$ cat src/sv/hbd_pkg.sv
`timescale 1ns / 1ps
// ----------------------------------------------------------------------------
// hbd_pkg
// shared types and constants of the huffman tree bit decoder
// ----------------------------------------------------------------------------
package hbd_pkg;

  // node symbol that marks an internal node
  localparam logic [7:0] INTERNAL_MARK = 8'h30;

  // input operation codes
  localparam logic OP_WRITE = 1'b0;
  localparam logic OP_BYTE  = 1'b1;

  // register select, taken from paddr bit 2
  localparam logic REG_ROOT  = 1'b0;
  localparam logic REG_TOTAL = 1'b1;

  // one result transaction, last_of_byte is added by the output stage
  typedef struct packed {
    logic [7:0] symbol;
    logic       sym_valid;
    logic       eos;
  } result_t;

  typedef struct packed {
    logic push;
    logic flush;
  } stage_ctl_t;

  typedef struct packed {
    logic can_push;
    logic can_flush;
  } stage_sts_t;

endpackage

$ cat src/sv/hbd_out_stage.sv
`timescale 1ns / 1ps
// ----------------------------------------------------------------------------
// hbd_out_stage
// holds the newest result until the next one or the end of the byte shows
// whether it is the last of its byte, then moves it into the output register
// ----------------------------------------------------------------------------
module hbd_out_stage
  import hbd_pkg::*;
(
  input  logic       clk,
  input  logic       rst_n,
  input  stage_ctl_t ctl,
  input  result_t    res,
  output stage_sts_t sts,
  output logic       out_valid,
  input  logic       out_stall,
  output logic [7:0] out_symbol,
  output logic       out_symbol_valid,
  output logic       out_end_of_stream,
  output logic       out_last_of_byte
);

  logic    pend_v_r, pend_v_nxt;
  result_t pend_r, pend_nxt;
  logic    out_v_r, out_v_nxt;
  result_t out_r, out_nxt;
  logic    out_last_r, out_last_nxt;
  logic    out_free;

  assign out_free      = !out_v_r || !out_stall;
  assign sts.can_push  = !pend_v_r || out_free;
  assign sts.can_flush = !pend_v_r || out_free;

  always_comb begin
    pend_v_nxt   = pend_v_r;
    pend_nxt     = pend_r;
    out_v_nxt    = out_v_r;
    out_nxt      = out_r;
    out_last_nxt = out_last_r;
    if (out_v_r && !out_stall) begin
      out_v_nxt = 1'b0;
    end
    if (ctl.push && (!pend_v_r || out_free)) begin
      // older pending result was not the last of its byte
      if (pend_v_r) begin
        out_nxt      = pend_r;
        out_last_nxt = 1'b0;
        out_v_nxt    = 1'b1;
      end
      pend_nxt   = res;
      pend_v_nxt = 1'b1;
    end else if (ctl.flush && pend_v_r && out_free) begin
      out_nxt      = pend_r;
      out_last_nxt = 1'b1;
      out_v_nxt    = 1'b1;
      pend_v_nxt   = 1'b0;
    end
  end

  always_ff @(posedge clk) begin
    if (!rst_n) begin
      pend_v_r <= 1'b0;
      out_v_r  <= 1'b0;
    end else begin
      pend_v_r <= pend_v_nxt;
      out_v_r  <= out_v_nxt;
    end
  end

  always_ff @(posedge clk) begin
    pend_r     <= pend_nxt;
    out_r      <= out_nxt;
    out_last_r <= out_last_nxt;
  end

  assign out_valid         = out_v_r;
  assign out_symbol        = out_r.symbol;
  assign out_symbol_valid  = out_r.sym_valid;
  assign out_end_of_stream = out_r.eos;
  assign out_last_of_byte  = out_last_r;

endmodule

$ cat config.mk
export PLATFORM = sky130hd
export DESIGN_NAME = hbd_out_stage
export DESIGN_NICKNAME = d
export VERILOG_FILES = /design/src/sv/hbd_pkg.sv /design/src/sv/hbd_out_stage.sv
export SDC_FILE = /design/constraint.sdc
export NUM_CORES = 1
export LEC_CHECK = 0
export BUFFER_PORTS_ARGS = -buffer_cell sky130_fd_sc_hd__buf_2
export CORE_AREA = 5 5 49 51
export CTS_CLUSTER_DIAMETER = 50
export DETAILED_ROUTE_END_ITERATION = 10
export DIE_AREA = 0 0 54 56
export GPL_TIMING_DRIVEN = 0
export PLACE_DENSITY = 0.69
export SLEW_MARGIN = 10
export SYNTH_ARGS = -nofsm -noshare
export SYNTH_HDL_FRONTEND = slang
export SYNTH_SLANG_ARGS = --single-unit
$ cat constraint.sdc
create_clock -name clk -period 1.45 [get_ports clk]
set_input_delay 0.2175 -clock clk [delete_from_list [all_inputs] [get_ports clk]]
set_output_delay 0.2175 -clock clk [all_outputs]
set_load 0.01 [all_outputs]
# Word-level counts from Yosys, hierarchy flattened
# Index checks and enable logic that the tools add are counted.
# Widths: inputs -> output; s select.
# word_totals
ff_bits	23
inputBits	15
out_inout_bits	14
word_cells	33
# op_classes
n_eq_ne	1
n_mux	12
reduce_logical	11
# op_table
cell	count
$mux 10	3
$mux 1	9
$logic_and 1x1->1	4
$logic_not 1->1	3
$logic_or 1x1->1	2
$ne 2x2->1 const B	1
$reduce_and 2->1	1
$reduce_bool 2->1	1

# Longest topological paths before layout
# logic_depth
depth_word	6
ltp_mapped	2
ltp_nobuf	2

# Least setup slack after synthesis
# Ideal clock, no wire load.
# synth_path
path_type	reg2reg
startpoint	register pend_v_r
endpoint	register out_r, in the netlist out_end_of_stream (enable)
setup_ns	0.382
arrival_time_ns	1.011
path_slack_ns	0.057
stages_incl_launch_ff	3
n_path_buf	0
synth_period_minus_slack_ns	1.393
cell_sequence	dfxtp_1 > o21ai_1 > a21oi_1
# synth_via
elab_chain_len	5
# synth_rtl
item	line_no	source
from (decl)	hbd_out_stage.sv:23	logic pend_v_r, pend_v_nxt;
from (signal assigned)	hbd_out_stage.sv:65	pend_v_r <= pend_v_nxt;
$logic_not 1->1	hbd_out_stage.sv:43	if (ctl.push && (!pend_v_r || out_free)) begin
$logic_or 1x1->1	hbd_out_stage.sv:43	
$logic_and 1x1->1	hbd_out_stage.sv:43	
$ne 2x2->1 (no source line) / $reduce_bool 2->1 (equally long branches)	-	
$reduce_and 2->1 (no source line) (*)	-	
to (signal assigned)	hbd_out_stage.sv:72	out_r <= out_nxt;
to (decl)	hbd_out_stage.sv:26	result_t out_r, out_nxt;
# Mark *: on every way between the ends. The rest lies on a longest branch, timed or not.
# A chain may end at the register's enable or synchronous reset.

==> flow_summary.json <==
{
  "grt_pass1_wl_um": 1810,
  "die_w_um": 54,
  "hold_viol": 0,
  "design_area_um2": 940,
  "num_rows": 16,
  "start_util_pct": 38.6,
  "synth_cells": 34,
  "synth_top_area_share_pct": 85.9,
  "drv_cap": 0,
  "rr_worst_depth": 2,
  "p_sw_uw": 218,
  "synthFlopType": "edfxtp_1",
  "worstMarginPinSlew_ps": 585,
  "crit_chain": "nand3_2 > buf_4 > buf_2",
  "drtAntennaViolNets": 0,
  "clockRootBuffer": "clkbuf_4",
  "synth.most_common_cell": "edfxtp_1",
  "synth_edf_count": 21,
  "dp_hpwl_um": 884,
  "setup_violations": 0,
  "timing.final.crit_share_pct": 90.2,
  "syn_area_um2": 734,
  "post_route_cells_drive_above_1_share_pct": 53.0,
  "yosysWarnings": 0,
  "drt-initial-drc-count": 7,
  "dr.pass1.iters": 3,
  "leakage_nw": 0.367,
  "cp.arrival_ps": 1090,
  "cts_made_buffers": 3,
  "synth_cell_types": 11,
  "synth_common_cells": "edfxtp_1, dfxtp_1, nand2_1, o21ai_1",
  "postPlaceCellArea_um2": 908,
  "critPathMaxStageDelay_ps": 420,
  "gp_congestion": 0.697,
  "hold_path_depth": 1,
  "cts_htree_levels": 1,
  "synth_area_leaders": "edfxtp_1, dfxtp_1, nand3_2",
  "rsz0062_at_grt": "no",
  "ir_drop_uv": 463,
  "port_buffers": 28,
  "synth-seq-area-share_pct": 91.3,
  "crit_slowest_cell": "dfxtp_1",
  "synth.net_count": 49,
  "worstSetupPathType": "reg2out",
  "finClkSkew_ps": 5.64,
  "required_ps": 1230,
  "final_max_slew_viol_count": 0,
  "total_power_mw": 1.11,
  "post_cts_buffers": 0,
  "fin_crit_ps": 1310,
  "cts_hold_buf": 0,
  "grt_max_degree": 14,
  "clk-insertion-delay-late_ps": 300,
  "start_kind": "flop",
  "antenna_found_initial": 0,
  "antenna_cells": 0,
  "combPwrFrac_pct": 6.0,
  "cts_tree": "done",
  "async_reset_ff_share_pct": 0,
  "cp_top_family": "flip-flops",
  "synth_seq_cells": 23,
  "synth.largest_area_cell": "edfxtp_1",
  "path_max_fanout": 4,
  "die_h_um": 56,
  "p_per_area_nw_per_um2": 1180,
  "io_pins": 29,
  "die-area_um2": 3020,
  "worst-path-buf-inv": 2,
  "areaGrowthSynthToFinish_pct": 27.9,
  "endpoint_kind": "output port",
  "power.internal_uw": 894,
  "vias": 392,
  "overflow": 0,
  "hold_class": "in2reg",
  "grt.total_usage_pct": 8.66,
  "p_seq_share_pct": 69.5,
  "cts_buffer_depth": 2,
  "cts.sinks": 23,
  "worstSetupPathDepth": 3,
  "status": "finished, final reports clean",
  "core_area_um2": 1900,
  "relSlewSlack_pct": 61.0,
  "grt_pass1_vias": 410,
  "layout.nets": 82,
  "switching_share_pct": 19.6,
  "wl_per_cell_um": 12.1,
  "clock.fmax_ghz": 0.764,
  "clk_pin_slew_ps": 120,
  "routed_wl_um": 1120,
  "synth.avg_cell_area_um2": 21.6,
  "vias_per_cell": 4.22,
  "drc": 0,
  "power_frac_clock_pct": 24.6
}
cell type report:
cell class | instances | area [um2]
tap | 27 | 33.8
clock inverter | 1 | 5.00
buffer | 1 | 7.51
timing repair buffer | 28 | 140
clock buffer | 3 | 22.5
sequential | 23 | 671
inverter | 1 | 3.75
fill | 171 | 962
multi-input combinational | 9 | 56.3
placed cells by master (no fill, tap or decap):
cell / n
clkbuf_4: 3
a31oi_1: 1
clkinv_2: 1
buf_2: 28
nand3_2: 1
a21boi_1: 1
buf_4: 1
nand2_1: 2
dfxtp_1: 2
edfxtp_1: 21
inv_1: 1
o21ai_1: 2
a21oi_2: 1
and2_1: 1
cell families after synthesis:
family | count (synthesis) | share of synthesized area [%]
AND/OR/NAND/NOR | 4 | 3.24
flip-flops | 23 | 91.3
buffers and inverters | 2 | 1.53
AO/OA/AOI/OAI | 5 | 3.92
path summary, 6_finish.rpt:
path / start / to / slack (ps)
setup reg to reg: pend_v_r / out_end_of_stream / 160
setup / recovery: out_valid / sts[1] / 140
hold reg to reg: pend_r[1] / out_symbol_valid / 430
hold / removal: res[8] / pend_r[8] / 80
worst reg2reg max path: cells and delay by family, from the launching register on:
family | cells | cell delay [ps]
AO/OA/AOI/OAI | 2 | 570
flip-flops | 1 | 380
flip-flops by register name, indices dropped and copies added (netlist names):
name / flops
pend_v_r: 1
out_end_of_stream: 1
out_symbol: 8
out_valid: 1
out_last_of_byte: 1
pend_r: 10
out_symbol_valid: 1
metal layers:
layer	global-route usage, %	wire length (um)
met5	0	0
met4	7.47	21
met3	1.88	88
met2	13.5	600
met1	9.50	411
per-stage QoR:
step | TNS (ps) | setup slack, ps | utilization (%) | cells | hold WS, ps
2_1_floorplan | 0 | 56.6 | - | 34 | 316
3_3_place_gp | -1690 | -154 | 47.8 | 89 | 395
3_5_place_dp | -1890 | -172 | 47.8 | 89 | 397
4_1_cts | 0 | 117 | 49.4 | 93 | 67.8
5_1_grt | 0 | 39.6 | 49.4 | 93 | 55.4
6_report | 0 | 142 | 49.4 | 93 | 83.8
power by group through the flow:
stage	Combinational, mW	Clock, mW	Sequential [mW]
2_1_floorplan	0.0180	0	0.795
3_3_place_gp	0.0649	0	0.787
3_5_place_dp	0.0673	0	0.789
4_1_cts	0.0685	0.294	0.774
5_1_grt	0.0745	0.324	0.777
6_report	0.0664	0.273	0.773
timing repair:
action                                  CTS  global route
hold endpoints to repair                  0             0
endpoints found under the setup margin   11             0
gates resized for setup                   1             0
(Power assumes the default switching activity.)
